==> config.mk <==
export PLATFORM = sky130hd
export DESIGN_NAME = fwc_sequencer
export DESIGN_NICKNAME = d
export VERILOG_FILES = /design/src/fwc_pkg.sv /design/src/fwc_sequencer.sv
export SDC_FILE = /design/constraint.sdc
export NUM_CORES = 1
export LEC_CHECK = 0
export ABC_AREA = 1
export BUFFER_PORTS_ARGS = -buffer_cell sky130_fd_sc_hd__buf_2
export CAP_MARGIN = 5
export CORE_MARGIN = 2
export CORE_UTILIZATION = 43
export CTS_CLUSTER_DIAMETER = 50
export DETAILED_ROUTE_END_ITERATION = 10
export GPL_TIMING_DRIVEN = 0
export PLACE_DENSITY = 0.82
export SYNTH_ARGS = -nofsm -noshare
export SYNTH_HDL_FRONTEND = slang
export SYNTH_SLANG_ARGS = --single-unit
==> constraint.sdc <==
create_clock -name clk -period 3.4 [get_ports clk]
set_clock_uncertainty 0.1 [all_clocks]
set_input_delay 0.85 -clock clk [delete_from_list [all_inputs] [get_ports clk]]
set_output_delay 0.85 -clock clk [all_outputs]
set_load 0.05 [all_outputs]
==> src/fwc_pkg.sv <==
`timescale 1ns / 1ps
`default_nettype none

package fwc_pkg;

  localparam int MAX_N  = 64;
  localparam int IDX_W  = $clog2(MAX_N);
  localparam int ADDR_W = 2 * IDX_W;
  localparam int DEPTH  = 2 ** ADDR_W;
  localparam int DIST_W = 16;
  localparam int CNT_W  = 7;
  localparam int POS_W  = 6;

  localparam logic [CNT_W-1:0] N_RESET = CNT_W'(MAX_N);
  localparam logic [CNT_W-1:0] N_MAX   = CNT_W'(MAX_N);

  typedef logic signed [DIST_W-1:0] dist_t;
  typedef logic [IDX_W-1:0] idx_t;
  typedef logic [ADDR_W-1:0] addr_t;

  localparam dist_t NO_EDGE = 16'sd9999;
  localparam logic signed [DIST_W:0] SUM_FLOOR = -17'sd32768;

  typedef enum logic [1:0] {
    KIND_WRITE = 2'd0,
    KIND_RUN   = 2'd1,
    KIND_READ  = 2'd2
  } kind_t;

  typedef struct packed {
    logic  we;
    addr_t waddr;
    dist_t wdata;
    logic  re;
    addr_t raddr_a;
    addr_t raddr_b;
  } mem_req_t;

  typedef struct packed {
    logic  upd;
    dist_t value;
  } relax_t;

endpackage

`default_nettype wire

==> src/fwc_sequencer.sv <==
`timescale 1ns / 1ps
`default_nettype none

module fwc_sequencer (
  input  wire                              clk,
  input  wire                              rst_n,
  input  wire                              in_valid,
  output logic                             in_ready,
  input  wire  [1:0]                       in_kind,
  input  wire  [fwc_pkg::POS_W-1:0]        in_row,
  input  wire  [fwc_pkg::POS_W-1:0]        in_col,
  input  wire  signed [fwc_pkg::DIST_W-1:0] in_weight,
  output logic                             out_valid,
  input  wire                              out_ready,
  output fwc_pkg::dist_t                   out_distance,
  input  wire                              cfg_we,
  input  wire  [fwc_pkg::CNT_W-1:0]        cfg_data,
  output fwc_pkg::mem_req_t                mem_req,
  input  fwc_pkg::dist_t                   rd_a,
  output fwc_pkg::dist_t                   ik,
  input  fwc_pkg::relax_t                  relax
);

  typedef enum logic [2:0] {
    ST_IDLE,
    ST_RD_WAIT,
    ST_IK_RD,
    ST_IK_CAP,
    ST_J_RD,
    ST_J_UPD
  } state_t;

  state_t                     state_r, state_nxt;
  fwc_pkg::idx_t              k_r, k_nxt;
  fwc_pkg::idx_t              i_r, i_nxt;
  fwc_pkg::idx_t              j_r, j_nxt;
  fwc_pkg::dist_t             ik_r, ik_nxt;
  logic [fwc_pkg::CNT_W-1:0]  n_used_r, n_used_nxt;
  logic                       out_valid_r, out_valid_nxt;
  fwc_pkg::dist_t             out_dist_r, out_dist_nxt;
  logic                       outside_r, outside_nxt;

  logic [fwc_pkg::CNT_W-1:0]  n_eff;
  logic [fwc_pkg::CNT_W-1:0]  n_last;
  fwc_pkg::idx_t              last_idx;
  logic                       accept;
  logic                       in_range;
  fwc_pkg::addr_t             in_addr;

  always_comb begin
    n_eff    = (n_used_r > fwc_pkg::N_MAX) ? fwc_pkg::N_MAX : n_used_r;
    n_last   = n_eff - fwc_pkg::CNT_W'(1);
    last_idx = n_last[fwc_pkg::IDX_W-1:0];
    in_ready = (state_r == ST_IDLE);
    accept   = in_valid && in_ready;
    in_range = ({1'b0, in_row} < fwc_pkg::N_MAX) && ({1'b0, in_col} < fwc_pkg::N_MAX);
    in_addr  = {in_row[fwc_pkg::IDX_W-1:0], in_col[fwc_pkg::IDX_W-1:0]};

    state_nxt     = state_r;
    k_nxt         = k_r;
    i_nxt         = i_r;
    j_nxt         = j_r;
    ik_nxt        = ik_r;
    n_used_nxt    = cfg_we ? cfg_data : n_used_r;
    outside_nxt   = outside_r;
    out_valid_nxt = out_valid_r && !out_ready;
    out_dist_nxt  = out_dist_r;

    mem_req         = '0;
    mem_req.raddr_a = {k_r, j_r};
    mem_req.raddr_b = {i_r, j_r};
    mem_req.waddr   = {i_r, j_r};
    mem_req.wdata   = relax.value;

    case (state_r)
      ST_IDLE: begin
        if (accept) begin
          case (fwc_pkg::kind_t'(in_kind))
            fwc_pkg::KIND_WRITE: begin
              mem_req.we    = in_range;
              mem_req.waddr = in_addr;
              mem_req.wdata = in_weight;
            end
            fwc_pkg::KIND_RUN: begin
              k_nxt = '0;
              i_nxt = '0;
              j_nxt = '0;
              if (n_eff != '0) begin
                state_nxt = ST_IK_RD;
              end
            end
            fwc_pkg::KIND_READ: begin
              mem_req.re      = 1'b1;
              mem_req.raddr_a = in_addr;
              outside_nxt     = !in_range;
              state_nxt       = ST_RD_WAIT;
            end
            default: begin
            end
          endcase
        end
      end
      ST_RD_WAIT: begin
        if (!out_valid_r || out_ready) begin
          out_valid_nxt = 1'b1;
          out_dist_nxt  = outside_r ? fwc_pkg::NO_EDGE : rd_a;
          state_nxt     = ST_IDLE;
        end
      end
      ST_IK_RD: begin
        mem_req.re      = 1'b1;
        mem_req.raddr_a = {i_r, k_r};
        state_nxt       = ST_IK_CAP;
      end
      ST_IK_CAP: begin
        ik_nxt    = rd_a;
        state_nxt = ST_J_RD;
      end
      ST_J_RD: begin
        mem_req.re = 1'b1;
        state_nxt  = ST_J_UPD;
      end
      ST_J_UPD: begin
        mem_req.we = relax.upd;
        if (relax.upd && (j_r == k_r)) begin
          ik_nxt = relax.value;
        end
        if (j_r != last_idx) begin
          j_nxt     = j_r + fwc_pkg::IDX_W'(1);
          state_nxt = ST_J_RD;
        end else begin
          j_nxt = '0;
          if (i_r != last_idx) begin
            i_nxt     = i_r + fwc_pkg::IDX_W'(1);
            state_nxt = ST_IK_RD;
          end else begin
            i_nxt = '0;
            if (k_r != last_idx) begin
              k_nxt     = k_r + fwc_pkg::IDX_W'(1);
              state_nxt = ST_IK_RD;
            end else begin
              k_nxt     = '0;
              state_nxt = ST_IDLE;
            end
          end
        end
      end
      default: begin
        state_nxt = ST_IDLE;
      end
    endcase
  end

  always_ff @(posedge clk) begin
    if (!rst_n) begin
      state_r     <= ST_IDLE;
      k_r         <= '0;
      i_r         <= '0;
      j_r         <= '0;
      n_used_r    <= fwc_pkg::N_RESET;
      out_valid_r <= 1'b0;
      outside_r   <= 1'b0;
    end else begin
      state_r     <= state_nxt;
      k_r         <= k_nxt;
      i_r         <= i_nxt;
      j_r         <= j_nxt;
      n_used_r    <= n_used_nxt;
      out_valid_r <= out_valid_nxt;
      outside_r   <= outside_nxt;
    end
    ik_r       <= ik_nxt;
    out_dist_r <= out_dist_nxt;
  end

  assign out_valid    = out_valid_r;
  assign out_distance = out_dist_r;
  assign ik           = ik_r;

endmodule

`default_nettype wire

==> results of run 1 <==
cell families after synthesis:
logic type | share of synthesized area
fa+ha+maj | 0.0136
simple gates | 0.273
flops | 0.418
compound gates | 0.177
buf+inv | 0.0787
xor+xnor | 0.0404
power by group:
part	internal, W	leakage [nW]	switching [W]	total, W
Sequential	0.000822	0.527	0.0000451	0.000867
Clock	0.000356	0.0964	0.000300	0.000656
Combinational	0.000221	1.75	0.000631	0.000852
Total	0.00140	2.37	0.000975	0.00237
layer usage:
| metal | GRT usage | part of all wire | up-vias |
|---|---|---|---|
| li1 | - | - | 2069 |
| met1 | 0.316 | 0.38 | 1960 |
| met2 | 0.474 | 0.49 | 246 |
| met3 | 0.0571 | 0.10 | 31 |
| met4 | 0.0997 | 0.024 | 0 |
| met5 | 0 | 0 | - |
cell type report:
cell class	instances	area (um^2)
Tap cell	105	131
Buffer	18	82.6
Clock inverter	4	47.5
Inverter	57	214
Timing Repair Buffer	162	828
Antenna cell	2	5.00
Fill cell	810	3390
Sequential cell	61	1540
Multi-Input combinational cell	378	1870
Clock buffer	12	145
timing repair:
action | in CTS | in global routing
endpoints found under the setup margin | 5 | 28
buffers inserted | 0 | 0
resized for setup | 3 | 15
hold endpoints to repair | 0 | 0
final timing paths:
check | startpoint | endpoint | slack [ps] | cells after the start
worst max-delay path | state_r[0] | mem_req[18] | 190 | 9
worst min-delay path | out_valid | out_valid | 410 | 2
worst max register to register | state_r[2] | ik[10] | 600 | 6
worst min register to register | out_valid | out_valid | 410 | 2
worst max-delay path, cell delays in order, from the launching register on:
cell and delay, ps:
dfxtp_1 360, nor2_2 170, nand2_2 130, nor2_1 170
nand2_2 160, clkbuf_2 240, a21oi_1 160, o21ai_0 110
o221ai_1 100, buf_2 300
sequential cells by signal, indices dropped and copies added (netlist names):
register / count
i_r: 6
ik: 16
j_r: 6
k_r: 6
n_used_r: 7
out_distance: 16
out_valid: 1
state_r: 3
through the flow:
| step | setup WS, ps | area, um^2 | hold slack, ps | utilization | std cells |
|---|---|---|---|---|---|
| 2_1_floorplan | 54.0 | 3690 | 386 | - | 514 |
| 4_1_cts | 35.0 | 4840 | 408 | 0.586 | 797 |
| 5_1_grt | 35.3 | 4870 | 430 | 0.590 | 799 |
| 6_report | 192 | 4870 | 410 | 0.590 | 799 |
| 3_3_place_gp | -821 | 4630 | 383 | 0.560 | 780 |
| 3_5_place_dp | -10.6 | 4650 | 398 | 0.563 | 781 |
layout by cell type (no fill, tap or decap), drive strengths merged:
master,n
a21oi,56
a31oi,1
buf,165
bufinv,1
clkbuf,27
clkinv,4
clkinvlp,1
dfxtp,29
diode,2
edfxtp,32
ha,4
inv,55
nand2,104
nand3,37
nand4,3
nor2,85
nor3,8
o21ai,48
o221ai,12
o22ai,2
o41ai,1
xnor2,4
xor2,13
==> flow_summary.json, run 1 <==
{
  "max_slew_margin": 0.313,
  "crit_fanout": 10,
  "powerDensity_nw_per_um2": 488,
  "syn_inst": 514,
  "die_x_um": 96.6,
  "drt_iter0_drc": 337,
  "synth_top_area_frac": 0.260,
  "grt_start_max_net_pins": 17,
  "die_y_um": 96.6,
  "peakVddDrop_mv": 0.205,
  "ys_async_sr_fraction": 0,
  "grt_pass1_wl_mm": 19.8,
  "firstDrtPassIters": 6,
  "row_count": 33,
  "clkSlewWorstSetupHoldPaths_ps": 70,
  "clock_latency_ps": 360,
  "port_buffers": 161,
  "synth_seq_area_share": 0.418,
  "synth_most_common_cell": "nand2_1",
  "p_leak_nw": 2.37,
  "core_um2": 8260,
  "drv_slew": 0,
  "drc_errors": 0,
  "power_w": 0.00237,
  "drive_above_1_share": 0.290,
  "synth_area_leaders": "edfxtp_1 26%, dfxtp_1 16%, nand2_1 9.8%",
  "wire_per_inst_um": 16.3,
  "yosys_warnings": 0,
  "pin_count": 163,
  "ys_ff_latch": 61,
  "clock.fmax_mhz": 312,
  "cts_sinks": 61,
  "postCtsHoldBufs": 0,
  "path_class": "register to output pin",
  "synth_edf_count": 32,
  "grt_usage": 0.267,
  "setup_viol": 0,
  "syn2layout_area_growth_pct": 32.0,
  "yosys.area.top_type": "edfxtp_1",
  "arrival_ps": 2260,
  "status": "finished, final reports clean",
  "fin_crit_ps": 3210,
  "ys.flop_type": "edfxtp_1",
  "required_ps": 2450,
  "layout.nets": 766,
  "cts_tree": "built",
  "routed_wl_mm": 13.0,
  "cts_buffers": 9,
  "rsz0062_at_grt": "false",
  "fin_crit_sh": 0.944,
  "synthTopCellsByCount": "96 x nand2_1, 84 x nor2_1, 56 x a21oi_1, 53 x inv_1, 45 x o21ai_0",
  "grt.overflow.total": 0,
  "crit_path_end_kind": "output pin",
  "via_per_inst": 5.39,
  "final.setup.tns_ps": 0,
  "ant_nets": 0,
  "cts_htree_levels": 3,
  "cts_root_buffer": "clkbuf_8",
  "hp-class": "register to register",
  "hpwl_mm": 10.2,
  "start_kind": "register",
  "gp_congestion": 0.942,
  "fp.dieArea_um2": 9340,
  "synth_area_um2": 3690,
  "grt_antenna_before_repair": 2,
  "synthDistinctLibCells": 28,
  "synth_nets": 593,
  "hold_viol": 0,
  "syn_area_per_cell_um2": 7.18,
  "cts_buffer_depth": 2,
  "grt_pass1_vias": 4030,
  "worst_slew_pin_slew_ps": 1020,
  "num_vias": 4306,
  "drv_cap": 0,
  "start_util": 0.447
}
(Power assumes the default switching activity.)
==> inputs of run 2 (changes only) <==
==> constraint.sdc (replaced) <==
create_clock -name clk -period 3.4 [get_ports clk]
set_clock_uncertainty 0.1 [all_clocks]
set_input_delay 0.85 -clock clk [delete_from_list [all_inputs] [get_ports clk]]
set_output_delay 0.85 -clock clk [all_outputs]
set_load 0.01 [all_outputs]
==> run 2 against run 1 <==
Effect of this change:
- fmax shrank 1.0%
- clock power is essentially flat
- design area decreased by 0.39%
- hold slack hardly changed
- routed wire length barely moved
- die area unchanged
- global-route usage unchanged
- power down 11%
- non-clock buffer count unchanged
- highest routed layer unchanged
==> flow_summary.json, run 2 (synthesis results as in run 1) <==
{
  "status": "finished, final reports clean",
  "via_per_inst": 5.45,
  "worst_slew_pin_slew_ps": 1040,
  "r2r_end": "ik[10]",
  "drive_above_1_share": 0.288,
  "die_y_um": 96.6,
  "cts_htree_levels": 3,
  "clock_latency_ps": 360,
  "pin_count": 163,
  "ant_nets": 0,
  "grt_pass1_wl_mm": 19.8,
  "cts_root_buffer": "clkbuf_8",
  "path_common_cell": "nor2_1",
  "crit_slowest_cell": "dfxtp_1",
  "arrival_ps": 2290,
  "crit_fanout": 10,
  "seqPwrFrac": 0.410,
  "rr_worst_depth": 6,
  "port_buffers": 161,
  "clock.fmax_mhz": 309,
  "core_um2": 8260,
  "required_ps": 2450,
  "firstDrtPassIters": 6,
  "powerDensity_nw_per_um2": 436,
  "hp-class": "register to register",
  "pwr-share-clk": 0.311,
  "grt_pass1_vias": 4030,
  "drt_iter0_drc": 350,
  "gp_congestion": 0.942,
  "slowest_delay_ps": 420,
  "wire_per_inst_um": 16.3,
  "fin_crit_sh": 0.953,
  "cts_buffers": 9,
  "start_kind": "register",
  "grt_usage": 0.267,
  "grt_antenna_before_repair": 2,
  "routed_wl_mm": 13.0,
  "row_count": 33,
  "crit_path_end_kind": "output pin",
  "post_dp_cell_area_um2": 4650,
  "drv_cap": 0,
  "min_path_cells": 2,
  "fin_crit_ps": 3240,
  "p_leak_nw": 2.37,
  "fp.dieArea_um2": 9340,
  "p_sw_w": 0.000721,
  "cp_cell_sequence": "inv_1, nand2_2, nor2_1, nand2_1, clkbuf_1, clkbuf_2, nor2_1, a21oi_1, buf_2",
  "worstSetupStartpoint": "state_r[2]",
  "fin_util": 0.587,
  "drc_errors": 0,
  "syn2layout_area_growth_pct": 31.5,
  "final_cell_mix": "164 x buf_2, 95 x nand2_1, 84 x nor2_1",
  "grt.overflow.total": 0,
  "cts_buffer_depth": 2,
  "drv_slew": 0,
  "peakVddDrop_mv": 0.196,
  "clkSlewWorstSetupHoldPaths_ps": 70,
  "path_class": "register to output pin",
  "layout_commonest_cell": "buf_2",
  "cp-endpoint": "mem_req[51]",
  "cts_tree": "built",
  "hpwl_mm": 10.2,
  "layout.nets": 766,
  "grt_start_max_net_pins": 17,
  "max_slew_margin": 0.300,
  "rsz0062_at_grt": "false",
  "p_int_w": 0.00139,
  "switching_share": 0.341,
  "reg2reg_slack_ps": 580,
  "hold_viol": 0,
  "cts_sinks": 61,
  "setup_viol": 0,
  "die_x_um": 96.6,
  "p_comb_frac": 0.279,
  "start_util": 0.447,
  "reg2reg_from": "state_r[2]",
  "stdcell_area_um2": 4850,
  "num_vias": 4356
}
[run 2: area by class of cell]
class	instances	area, um^2
diodes	2	5.00
plain buffers	18	81.3
clock buffers	12	145
clock inverters	4	47.5
fillers	810	3410
inverters	57	214
multi-input cells	378	1870
flip-flops and latches	61	1540
well taps	105	131
repair buffers	162	813
[run 2: power by group through the flow]
stage	clock network, W	registers, W	logic [W]
finish	0.000657	0.000867	0.000591
detailed placement	0	0.000880	0.000582
global placement	0	0.000879	0.000563
floorplan	0	0.000882	0.000350
CTS	0.000658	0.000864	0.000585
global route	0.000697	0.000871	0.000650
[run 2: how the worst min path moves through the flow]
| stage | to | startpoint | slack, ps |
|---|---|---|---|
| detailed placement | out_valid | out_valid | 400 |
| global placement | out_valid | out_valid | 380 |
| finish | out_valid | out_valid | 410 |
| CTS | out_valid | out_valid | 410 |
| floorplan | n_used_r[5] | n_used_r[5] | 390 |
| global route | out_valid | out_valid | 430 |
[run 2: metal layers]
metal | GRT usage | wire, um
met5 | 0 | 0
met4 | 0.0997 | 311
met3 | 0.0571 | 1300
met2 | 0.474 | 6510
met1 | 0.316 | 4880
[run 2: through the flow]
step           hold WS, ps  power (W)  TNS (ps)  setup WS, ps  cells
2_1_floorplan          386    0.00123         0           119    514
3_3_place_gp           383    0.00144    -13120          -821    780
3_5_place_dp           398    0.00146         0          94.7    781
4_1_cts                408    0.00211         0          34.3    797
5_1_grt                430    0.00222         0          6.91    799
6_report               410    0.00212         0           160    799
[run 2: critical path, delay by kind of cell (launching register included)]
kind                   cells  cell delay, ps
buffers and inverters      4             990
AND/OR/NAND/NOR            4             400
AO/OA/AOI/OAI              1             110
flip-flops                 1             420
[run 2: timing repair]
item / 4_1_cts / 5_1_grt
gates resized for setup: 0 / 8
hold buffers: 0 / 0
endpoints found under the setup margin: 0 / 34
endpoints found under the hold margin: 0 / 0
buffers inserted: 0 / 0
