### config.mk
export PLATFORM = sky130hd
export DESIGN_NAME = fwc_relax_alu
export DESIGN_NICKNAME = d
export VERILOG_FILES = /design/src/fwc_pkg.sv /design/src/fwc_relax_alu.sv
export SDC_FILE = /design/constraint.sdc
export NUM_CORES = 1
export LEC_CHECK = 0
export BUFFER_PORTS_ARGS = -buffer_cell sky130_fd_sc_hd__buf_2
export CAP_MARGIN = 20
export CELL_PAD_IN_SITES_DETAIL_PLACEMENT = 1
export CELL_PAD_IN_SITES_GLOBAL_PLACEMENT = 2
export CORE_MARGIN = 2
export CORE_UTILIZATION = 25
export DETAILED_ROUTE_END_ITERATION = 10
export PLACE_DENSITY_LB_ADDON = 0.1
export REMOVE_ABC_BUFFERS = 1
export SLEW_MARGIN = 40
export SYNTH_ARGS = -nofsm -noshare
export SYNTH_HDL_FRONTEND = slang
export SYNTH_SLANG_ARGS = --single-unit
export TNS_END_PERCENT = 100
### constraint.sdc
create_clock -name vclk -period 5.6
set_clock_uncertainty 0.1 [all_clocks]
set_input_delay 0.56 -clock vclk [all_inputs]
set_output_delay 0.56 -clock vclk [all_outputs]
set_load 0.03 [all_outputs]
### src/fwc_pkg.sv
`timescale 1ns / 1ps
`default_nettype none

package fwc_pkg;

  localparam int MAX_N  = 64;
  localparam int IDX_W  = $clog2(MAX_N);
  localparam int ADDR_W = 2 * IDX_W;
  localparam int DEPTH  = 2 ** ADDR_W;
  localparam int DIST_W = 16;
  localparam int CNT_W  = 7;
  localparam int POS_W  = 6;

  localparam logic [CNT_W-1:0] N_RESET = CNT_W'(MAX_N);
  localparam logic [CNT_W-1:0] N_MAX   = CNT_W'(MAX_N);

  typedef logic signed [DIST_W-1:0] dist_t;
  typedef logic [IDX_W-1:0] idx_t;
  typedef logic [ADDR_W-1:0] addr_t;

  localparam dist_t NO_EDGE = 16'sd9999;
  localparam logic signed [DIST_W:0] SUM_FLOOR = -17'sd32768;

  typedef enum logic [1:0] {
    KIND_WRITE = 2'd0,
    KIND_RUN   = 2'd1,
    KIND_READ  = 2'd2
  } kind_t;

  typedef struct packed {
    logic  we;
    addr_t waddr;
    dist_t wdata;
    logic  re;
    addr_t raddr_a;
    addr_t raddr_b;
  } mem_req_t;

  typedef struct packed {
    logic  upd;
    dist_t value;
  } relax_t;

endpackage

`default_nettype wire

### src/fwc_relax_alu.sv
`timescale 1ns / 1ps
`default_nettype none

module fwc_relax_alu (
  input  fwc_pkg::dist_t  ik,
  input  fwc_pkg::dist_t  kj,
  input  fwc_pkg::dist_t  ij,
  output fwc_pkg::relax_t relax
);

  logic                             no_edge;
  logic signed [fwc_pkg::DIST_W:0]  sum;
  logic signed [fwc_pkg::DIST_W:0]  sum_sat;
  logic signed [fwc_pkg::DIST_W:0]  ij_ext;

  always_comb begin
    no_edge = (ik >= fwc_pkg::NO_EDGE) || (kj >= fwc_pkg::NO_EDGE);
    sum     = $signed({ik[fwc_pkg::DIST_W-1], ik}) + $signed({kj[fwc_pkg::DIST_W-1], kj});
    sum_sat = (sum < fwc_pkg::SUM_FLOOR) ? fwc_pkg::SUM_FLOOR : sum;
    ij_ext  = $signed({ij[fwc_pkg::DIST_W-1], ij});
    relax.upd   = !no_edge && (sum_sat < ij_ext);
    relax.value = sum_sat[fwc_pkg::DIST_W-1:0];
  end

endmodule

`default_nettype wire

==> impl_metrics.csv, run 1 <==
group,metric,value,unit
sta,slew_viol_final,0,
floorplanning,core-area,0.00547,mm²
sta,slew_headroom,70.2,%
floorplanning,die_x,79.0,µm
routing,firstDrtPassIters,4,
outcome,outcome,"complete, no violations",
layout,area_delta_synth_final,32.6,%
floorplanning,dieHeight,79.0,µm
layout,final_layout_size_suffix_gt1_share,28.9,%
synth,synthCells,204,
critical_path,crit_chain,"buf_2, ha_1, a21o_1, o21a_1, a311o_1, a21o_1, mux2_4, buf_4, nor3_1, ha_1, o21ai_0, nand2b_1, o211a_1, or4_1, o21a_1, nor4_2, buf_4",
layout,final_common_cell,"buf_2",
placed_design,gp_congestion,0.746,
power_and_ir_drop,powerDensity,169,mW/mm²
floorplanning,die_area,0.00625,mm²
synth,yosys-top-cells-area,"ha_1 (28%), a21oi_1 (7.5%), inv_1 (5.9%), nor2_1 (5.3%), o21ai_0 (4.6%)",
power_and_ir_drop,p_leak,0.995,nW
routing,drc_errors,0,
layout,nFillCells,751,
critical_path,startpoint_type,"input pin",
floorplanning,rows,27,
power_and_ir_drop,vdd_ir_drop_max,0.0000536,V
critical_path,critPathKind,"input pin to primary output",
critical_path,endpoint_kind,"primary output",
floorplanning,start_util,25.7,%
synth,ys_seq_area_share,0,%
sta,rsz0062_at_grt,"no",
layout,design_area,0.00187,mm²
synth,synth.largest_area_cell,"ha_1",
sta,fmax,0.188,GHz
job,cap_violations,0,
power_and_ir_drop,power,316,µW
sta,setup_viol,0,
synth,synth.avg_cell_area,6.90,µm²
synth,yosysWarnings,0,
floorplanning,io_pins,65,
critical_path,cpPeakStageDelay,0.49,ns
routing,postRouteAntennaNets,0,
sta,min_period,5.31,ns
synth,yosys.area.top_type_share,28.4,%
layout,insertedDiodeCount,0,
critical_path,crit_arrival,4.65,ns
global_route,antenna_found_initial,0,
sta,hold_violations,0,
layout,design.seq.count,0,
layout,nets,353,
placed_design,post_dp_cell_area,0.00182,mm²
routing,drt-total-wl,4470,µm
global_route,grt_pass1_vias,1645,
global_route,grt_max_degree,16,
routing,post_drt_wl_per_cell,13.1,µm
routing,drt_iter0_markers,12,
critical_path,critical_path_peak_fanout,8,
sta,worstMarginPinSlew,0.445,ns
layout,layout_common_cells,"buf_2 (64), ha_1 (32), inv_1 (22), a21oi_1 (21), nor2_1 (19)",
synth,syn-cell-area,0.00141,mm²
placed_design,hpwlAfterDp,4100,µm
critical_path,required,4.94,ns
routing,vias,1671,
global_route,grt_first_pass_wirelength,7710,µm
routing,vias_per_cell,4.89,
placed_design,portBuffers,65,
clock_network,holdBufCountCts,0,
layout,clkbuf_count,0,
global_route,overflow,0,
layout,seqCellArea,0,µm²
global_route,track_usage,14.5,%
hold_path,hold_class,"input pin to primary output",
synth,yosysUniqueCellTypes,41,
sta,min_period_over_period,94.9,%
critical_path,cp_slowest_cell,"or4_1",
worst paths after layout:
| check | from | to | slack [ns] | cells after the start |
|---|---|---|---|---|
| max | ik[13] | relax[16] | 0.29 | 17 |
| min | ik[15] | relax[16] | 1.46 | 4 |
cell usage after synthesis, drive strengths merged:
cell type	n
o21a	4
a311o	1
nand3b	1
clkbuf	2
buf	1
fa	1
a21oi	22
o21ai	13
o2111ai	1
inv	22
a2111oi	1
o21bai	1
or2	2
o211a	2
nor2	20
xor2	4
or4	2
ha	32
or3	3
nand4	8
nor3b	1
nand2	10
nor2b	3
mux2i	1
nor3	6
and4bb	1
and3	2
nand3	7
xnor2	6
a31oi	2
nand2b	3
a211o	1
nor4	3
a211oi	6
a21o	7
mux2	1
o31ai	1
cells by family (layout without fill, tap and decap cells):
group	after synthesis	in the layout	share of synthesized area, %
AND/OR/NAND/NOR	72	72	27.3
AO/OA/AOI/OAI	62	62	28.4
adder cells (fa/ha/maj)	33	33	29.9
buffers and inverters	25	91	6.76
XOR/XNOR	10	10	6.22
multiplexers	2	2	1.51
worst max-delay path: cells and delay by family:
kind                     cells  cell delay, ns
AND/OR/NAND/NOR              4            1.07
multiplexers                 1            0.37
adder cells (fa/ha/maj)      2            0.70
buffers and inverters        3            0.45
AO/OA/AOI/OAI                7            1.49
layer usage:
layer	GRT usage (%)	part of all wire (%)	up-vias
met5	0	0	-
met4	0	0	0
met3	0.455	4.1	0
met2	24.2	44	38
met1	22.1	52	744
li1	-	-	889
report_power, final:
part | internal [mW] | switching [mW] | leakage [nW]
combinational | 0.122 | 0.194 | 0.995
sequential | 0 | 0 | 0
clock | 0 | 0 | 0
total | 0.122 | 0.194 | 0.995
cell type report:
| class | count | area (µm²) | area share (%) |
|---|---|---|---|
| repair buffers | 69 | 370 | 19.8 |
| inverters | 22 | 82.6 | 4.42 |
| well taps | 72 | 90.1 | 4.83 |
| multi-input cells | 179 | 1320 | 70.9 |
metrics by stage:
stage / hold WS, ns / std cells / utilization, % / TNS [ns] / setup slack, ns
5_1_grt: 1.49 / 342 / 34.1 / 0 / 0.0371
3_5_place_dp: 1.47 / 339 / 33.2 / 0 / 0.120
4_1_cts: 1.47 / 339 / 33.2 / 0 / 0.105
6_report: 1.46 / 342 / 34.1 / 0 / 0.287
3_3_place_gp: 1.47 / 339 / 33.2 / 0 / 0.0954
2_1_floorplan: 1.23 / 201 / - / -0.106 / -0.106
what timing repair did:
item,CTS,global route
endpoints found under the hold margin,0,0
setup buffers,0,3
resized for setup,0,5
endpoints found under the setup margin,0,1
No activity file was read; power rests on OpenSTA's default activity.
==> inputs of run 2 (changes only) <==
--- a/config.mk
+++ b/config.mk
@@ -6,13 +6,14 @@
 export NUM_CORES = 1
 export LEC_CHECK = 0
 export BUFFER_PORTS_ARGS = -buffer_cell sky130_fd_sc_hd__buf_2
-export CAP_MARGIN = 20
+export CAP_MARGIN = 10
 export CELL_PAD_IN_SITES_DETAIL_PLACEMENT = 1
 export CELL_PAD_IN_SITES_GLOBAL_PLACEMENT = 2
 export CORE_MARGIN = 2
 export CORE_UTILIZATION = 25
 export DETAILED_ROUTE_END_ITERATION = 10
 export PLACE_DENSITY_LB_ADDON = 0.1
+export RECOVER_POWER = 25
 export REMOVE_ABC_BUFFERS = 1
 export SLEW_MARGIN = 40
 export SYNTH_ARGS = -nofsm -noshare
==> run 2 against run 1 <==
Effect of this change:
- cell count is the same
- setup slack gained 0.0018 ns
- flip-flop and latch count is the same
- critical endpoint unchanged
- via count shrank 0.24%
- non-clock buffer count is the same
- worst hold slack is the same
- critical path type unchanged
- power shrank 0.54%
- global-route usage is the same
==> impl_metrics.csv, run 2 (same netlist as run 1, synthesis figures left out) <==
group,metric,value,unit
outcome,outcome,"complete, no violations",
floorplanning,die_area,0.00625,mm²
critical_path,critical_path_peak_fanout,8,
layout,layout_common_cells,"buf_2 (60), ha_1 (32), inv_1 (22), a21oi_1 (21), nor2_1 (19)",
routing,firstDrtPassIters,4,
global_route,grt_pass1_vias,1645,
global_route,overflow,0,
global_route,track_usage,14.5,%
floorplanning,dieHeight,79.0,µm
sta,min_period_over_period,94.9,%
sta,setup_viol,0,
hold_path,hp-start,"ik[15]",
sta,hold_violations,0,
routing,drt_iter0_markers,12,
clock_network,holdBufCountCts,0,
layout,final_layout_size_suffix_gt1_share,27.4,%
layout,area_delta_synth_final,32.3,%
hold_path,holdPathStages,4,
hold_path,hold_class,"input pin to primary output",
routing,postRouteAntennaNets,0,
placed_design,post_dp_cell_area,0.00182,mm²
sta,worstMarginPinSlew,0.447,ns
layout,clkbuf_count,0,
layout,design.seq.count,0,
hold_path,hold_end,"relax[16]",
job,cap_violations,0,
layout,nFillCells,752,
sta,slew_headroom,70.1,%
global_route,antenna_found_initial,0,
layout,final_common_cell,"buf_2",
floorplanning,die_x,79.0,µm
critical_path,critPathKind,"input pin to primary output",
critical_path,required,4.94,ns
power_and_ir_drop,p_leak,0.984,nW
power_and_ir_drop,powerDensity,169,mW/mm²
routing,drc_errors,0,
critical_path,startpoint_type,"input pin",
sta,min_period,5.31,ns
critical_path,crit_arrival,4.65,ns
critical_path,endpoint_kind,"primary output",
floorplanning,rows,27,
placed_design,gp_congestion,0.746,
layout,seqCellArea,0,µm²
sta,rsz0062_at_grt,"no",
routing,post_drt_wl_per_cell,13.1,µm
power_and_ir_drop,power,314,µW
layout,design_area,0.00186,mm²
sta,fmax,0.188,GHz
routing,vias,1667,
floorplanning,core-area,0.00547,mm²
layout,multi_input_area,0.00132,mm²
power_and_ir_drop,vdd_ir_drop_max,0.0000522,V
placed_design,hpwlAfterDp,4100,µm
layout,insertedDiodeCount,0,
sta,slew_viol_final,0,
floorplanning,start_util,25.7,%
routing,vias_per_cell,4.87,
routing,drt-total-wl,4490,µm
placed_design,portBuffers,65,
layout,nets,353,
floorplanning,io_pins,65,
global_route,grt_first_pass_wirelength,7710,µm
global_route,grt_max_degree,16,
[run 2: cell count changes in the layout (fill, tap and decap cells not counted), sizes merged]
cell and change:
buf -4, clkbuf +4
[run 2: timing repair]
action | in CTS | in global routing
setup buffers | 0 | 3
setup endpoints to repair | 0 | 1
gates resized for setup | 0 | 5
[run 2: worst max-delay path by stage]
stage                     slack [ns]   endpoint    from
after detailed placement        0.12  relax[16]   kj[5]
after CTS                       0.11  relax[16]   kj[5]
after global placement           0.1  relax[16]  ik[13]
after global routing            0.03  relax[16]  ik[13]
after floorplan                -0.11  relax[16]  ik[13]
final                           0.29  relax[16]  ik[13]
[run 2: cell type report]
cell class,count,area share (%)
repair buffers,69,19.6
inverters,22,4.44
well taps,72,4.84
multi-input cells,179,71.1
[run 2: report_power, final]
part           switching [mW]  internal [mW]
Combinational           0.194          0.120
Sequential                  0              0
Clock                       0              0
[run 2: per-stage QoR]
step	hold WS, ns	setup WS (ns)	std cells	setup TNS, ns	util (%)
2_1_floorplan	1.23	-0.106	201	-0.106	-
3_3_place_gp	1.47	0.0954	339	0	33.2
3_5_place_dp	1.47	0.120	339	0	33.2
4_1_cts	1.47	0.105	339	0	33.2
5_1_grt	1.49	0.0333	342	0	34.0
6_report	1.46	0.288	342	0	34.0
[run 2: critical path, cell delays in order]
cell and delay (ns):
buf_2 0.11, ha_1 0.37, a21o_1 0.25, o21a_1 0.19, a311o_1 0.34, a21o_1 0.21
mux2_4 0.37, nor2_2 0.15, ha_1 0.28, a211o_1 0.30, a21oi_1 0.10, o21ai_0 0.10
o211a_1 0.24, or4_1 0.49, o21a_1 0.21, nor4_2 0.19, buf_4 0.19
[run 2: per-layer routing]
layer	GRT usage, %	share of wire, %	vias to the layer above
met5	0	0	-
met4	0	0	0
met3	0.455	4.7	0
met2	24.2	44	41
met1	22.1	52	737
li1	-	-	889
==> inputs of run 3 (changes only) <==
--- a/config.mk
+++ b/config.mk
@@ -12,7 +12,7 @@
 export CORE_MARGIN = 2
 export CORE_UTILIZATION = 25
 export DETAILED_ROUTE_END_ITERATION = 10
-export PLACE_DENSITY_LB_ADDON = 0.1
+export PLACE_DENSITY_LB_ADDON = 0.15
 export RECOVER_POWER = 25
 export REMOVE_ABC_BUFFERS = 1
 export SLEW_MARGIN = 40
==> run 3 against run 2 <==
Effect of this change:
- clock-buffer cell count did not move
- critical path depth did not move
- fmax fell by 0.80%
- first-iteration DRC count rose by 120%
- die area did not move
- wire length fell by 0.11%
- worst hold slack improved by 0.0019 ns
- via count rose by 1.0%
- flip-flop and latch count did not move
- non-clock buffer count fell by 1
- combinational power barely moved
- sequential share of layout area did not move
- largest power group unchanged
==> impl_metrics.csv, run 3 (same netlist as run 1, synthesis figures left out) <==
group,metric,value,unit
layout,multi_input_area,0.00132,mm²
critical_path,critPathKind,"input pin to primary output",
floorplanning,io_pins,65,
global_route,track_usage,14.0,%
hold_path,holdPathStages,4,
routing,drc_errors,0,
power_and_ir_drop,power,313,µW
layout,layout_common_cells,"buf_2 (60), ha_1 (32), inv_1 (22), a21oi_1 (21), nor2_1 (19)",
global_route,grt_max_degree,16,
power_and_ir_drop,powerDensity,169,mW/mm²
placed_design,placedCellCount,339,
job,cap_violations,0,
routing,drt-total-wl,4480,µm
sta,worstMarginPinSlew,0.392,ns
critical_path,cp_slowest_cell,"or4_1",
floorplanning,core-area,0.00547,mm²
layout,final_common_cell,"buf_2",
sta,min_period_over_period,95.6,%
critical_path,critical_path_peak_fanout,8,
critical_path,crit_arrival,4.69,ns
sta,hold_ws,1.46,ns
floorplanning,die_area,0.00625,mm²
routing,firstDrtPassIters,4,
layout,nFillCells,738,
critical_path,endpoint_kind,"primary output",
hold_path,hp-start,"kj[15]",
power_and_ir_drop,p_leak,0.979,nW
layout,design.seq.count,0,
placed_design,portBuffers,65,
critical_path,startpoint_type,"input pin",
critical_path,cpPeakStageDelay,0.50,ns
routing,vias,1684,
critical_path,required,4.94,ns
placed_design,pre_cts_ws,0.110,ns
global_route,antenna_found_initial,0,
floorplanning,die_x,79.0,µm
sta,fmax,0.187,GHz
sta,hold_violations,0,
global_route,overflow,0,
critical_path,crit_chain,"buf_2, ha_1, a21o_1, o21a_1, a311o_1, a21o_1, mux2_4, buf_12, nor3_1, ha_1, a21oi_1, a21oi_1, o211a_1, or4_1, o21a_1, nor4_2, buf_4",
routing,post_drt_wl_per_cell,13.1,µm
hold_path,hold_end,"relax[16]",
layout,insertedDiodeCount,0,
hold_path,hold_class,"input pin to primary output",
layout,area_delta_synth_final,31.7,%
sta,slew_viol_final,0,
routing,postRouteAntennaNets,0,
global_route,grt_first_pass_wirelength,7470,µm
sta,rsz0062_at_grt,"no",
global_route,grt_pass1_vias,1630,
layout,seqCellArea,0,µm²
routing,drt_iter0_markers,26,
floorplanning,dieHeight,79.0,µm
routing,vias_per_cell,4.94,
sta,min_period,5.35,ns
power_and_ir_drop,vdd_ir_drop_max,0.0000649,V
critical_path,cp_top_family,"compound AO/OA/AOI/OAI gates",
sta,slew_headroom,73.7,%
sta,setup_viol,0,
floorplanning,rows,27,
layout,stdcell_count,341,
outcome,outcome,"complete, no violations",
placed_design,hpwlAfterDp,4120,µm
layout,clkbuf_count,0,
layout,nets,352,
layout,final_layout_size_suffix_gt1_share,27.1,%
sta,setup_ws,0.246,ns
clock_network,holdBufCountCts,0,
critical_path,critPathBufInv,3,
placed_design,gp_congestion,0.740,
floorplanning,start_util,25.7,%
-- run 3: cell count changes in the layout (fill, tap and decap cells not counted), sizes merged --
cell	before	now
buf	65	64
-- run 3: what timing repair did --
item                                    4_1_cts  5_1_grt
buffers inserted                              0        2
gates resized for setup                       0        4
endpoints found under the setup margin        0        1
-- run 3: how the worst max path moves through the flow --
stage / from / to / slack (ns) / depth (start not counted)
after global placement: ik[13] / relax[16] / 0.13 / 17
after detailed placement: ik[13] / relax[16] / 0.11 / 17
after global routing: ik[13] / relax[16] / 0.02 / 17
after floorplan: ik[13] / relax[16] / -0.11 / 14
final: ik[13] / relax[16] / 0.25 / 17
after CTS: ik[13] / relax[16] / 0.1 / 17
-- run 3: final cells by class --
type	count	share of cell area, %
inverter	22	4.45
tap	72	4.86
multi-input combinational	179	71.4
timing repair buffer	68	19.3
-- run 3: per-layer routing --
layer	track usage (%)	wire length [µm]	share of wire, %
met3	0.568	158	3.5
met4	0	0	0
met2	23.6	2050	46
met1	20.9	2280	51
met5	0	0	0
-- run 3: power by group --
part           total (mW)  internal (mW)  leakage [nW]  switching (mW)
Sequential              0              0             0               0
Combinational       0.313          0.120         0.979           0.194
Clock                   0              0             0               0
-- run 3: through the flow --
step	TNS, ns	utilization, %	cell area [µm²]
final	0	33.9	1850
after detailed placement	0	33.2	1820
after global placement	0	33.2	1820
after global routing	0	33.9	1850
after CTS	0	33.2	1820
after floorplan	-0.106	-	1400
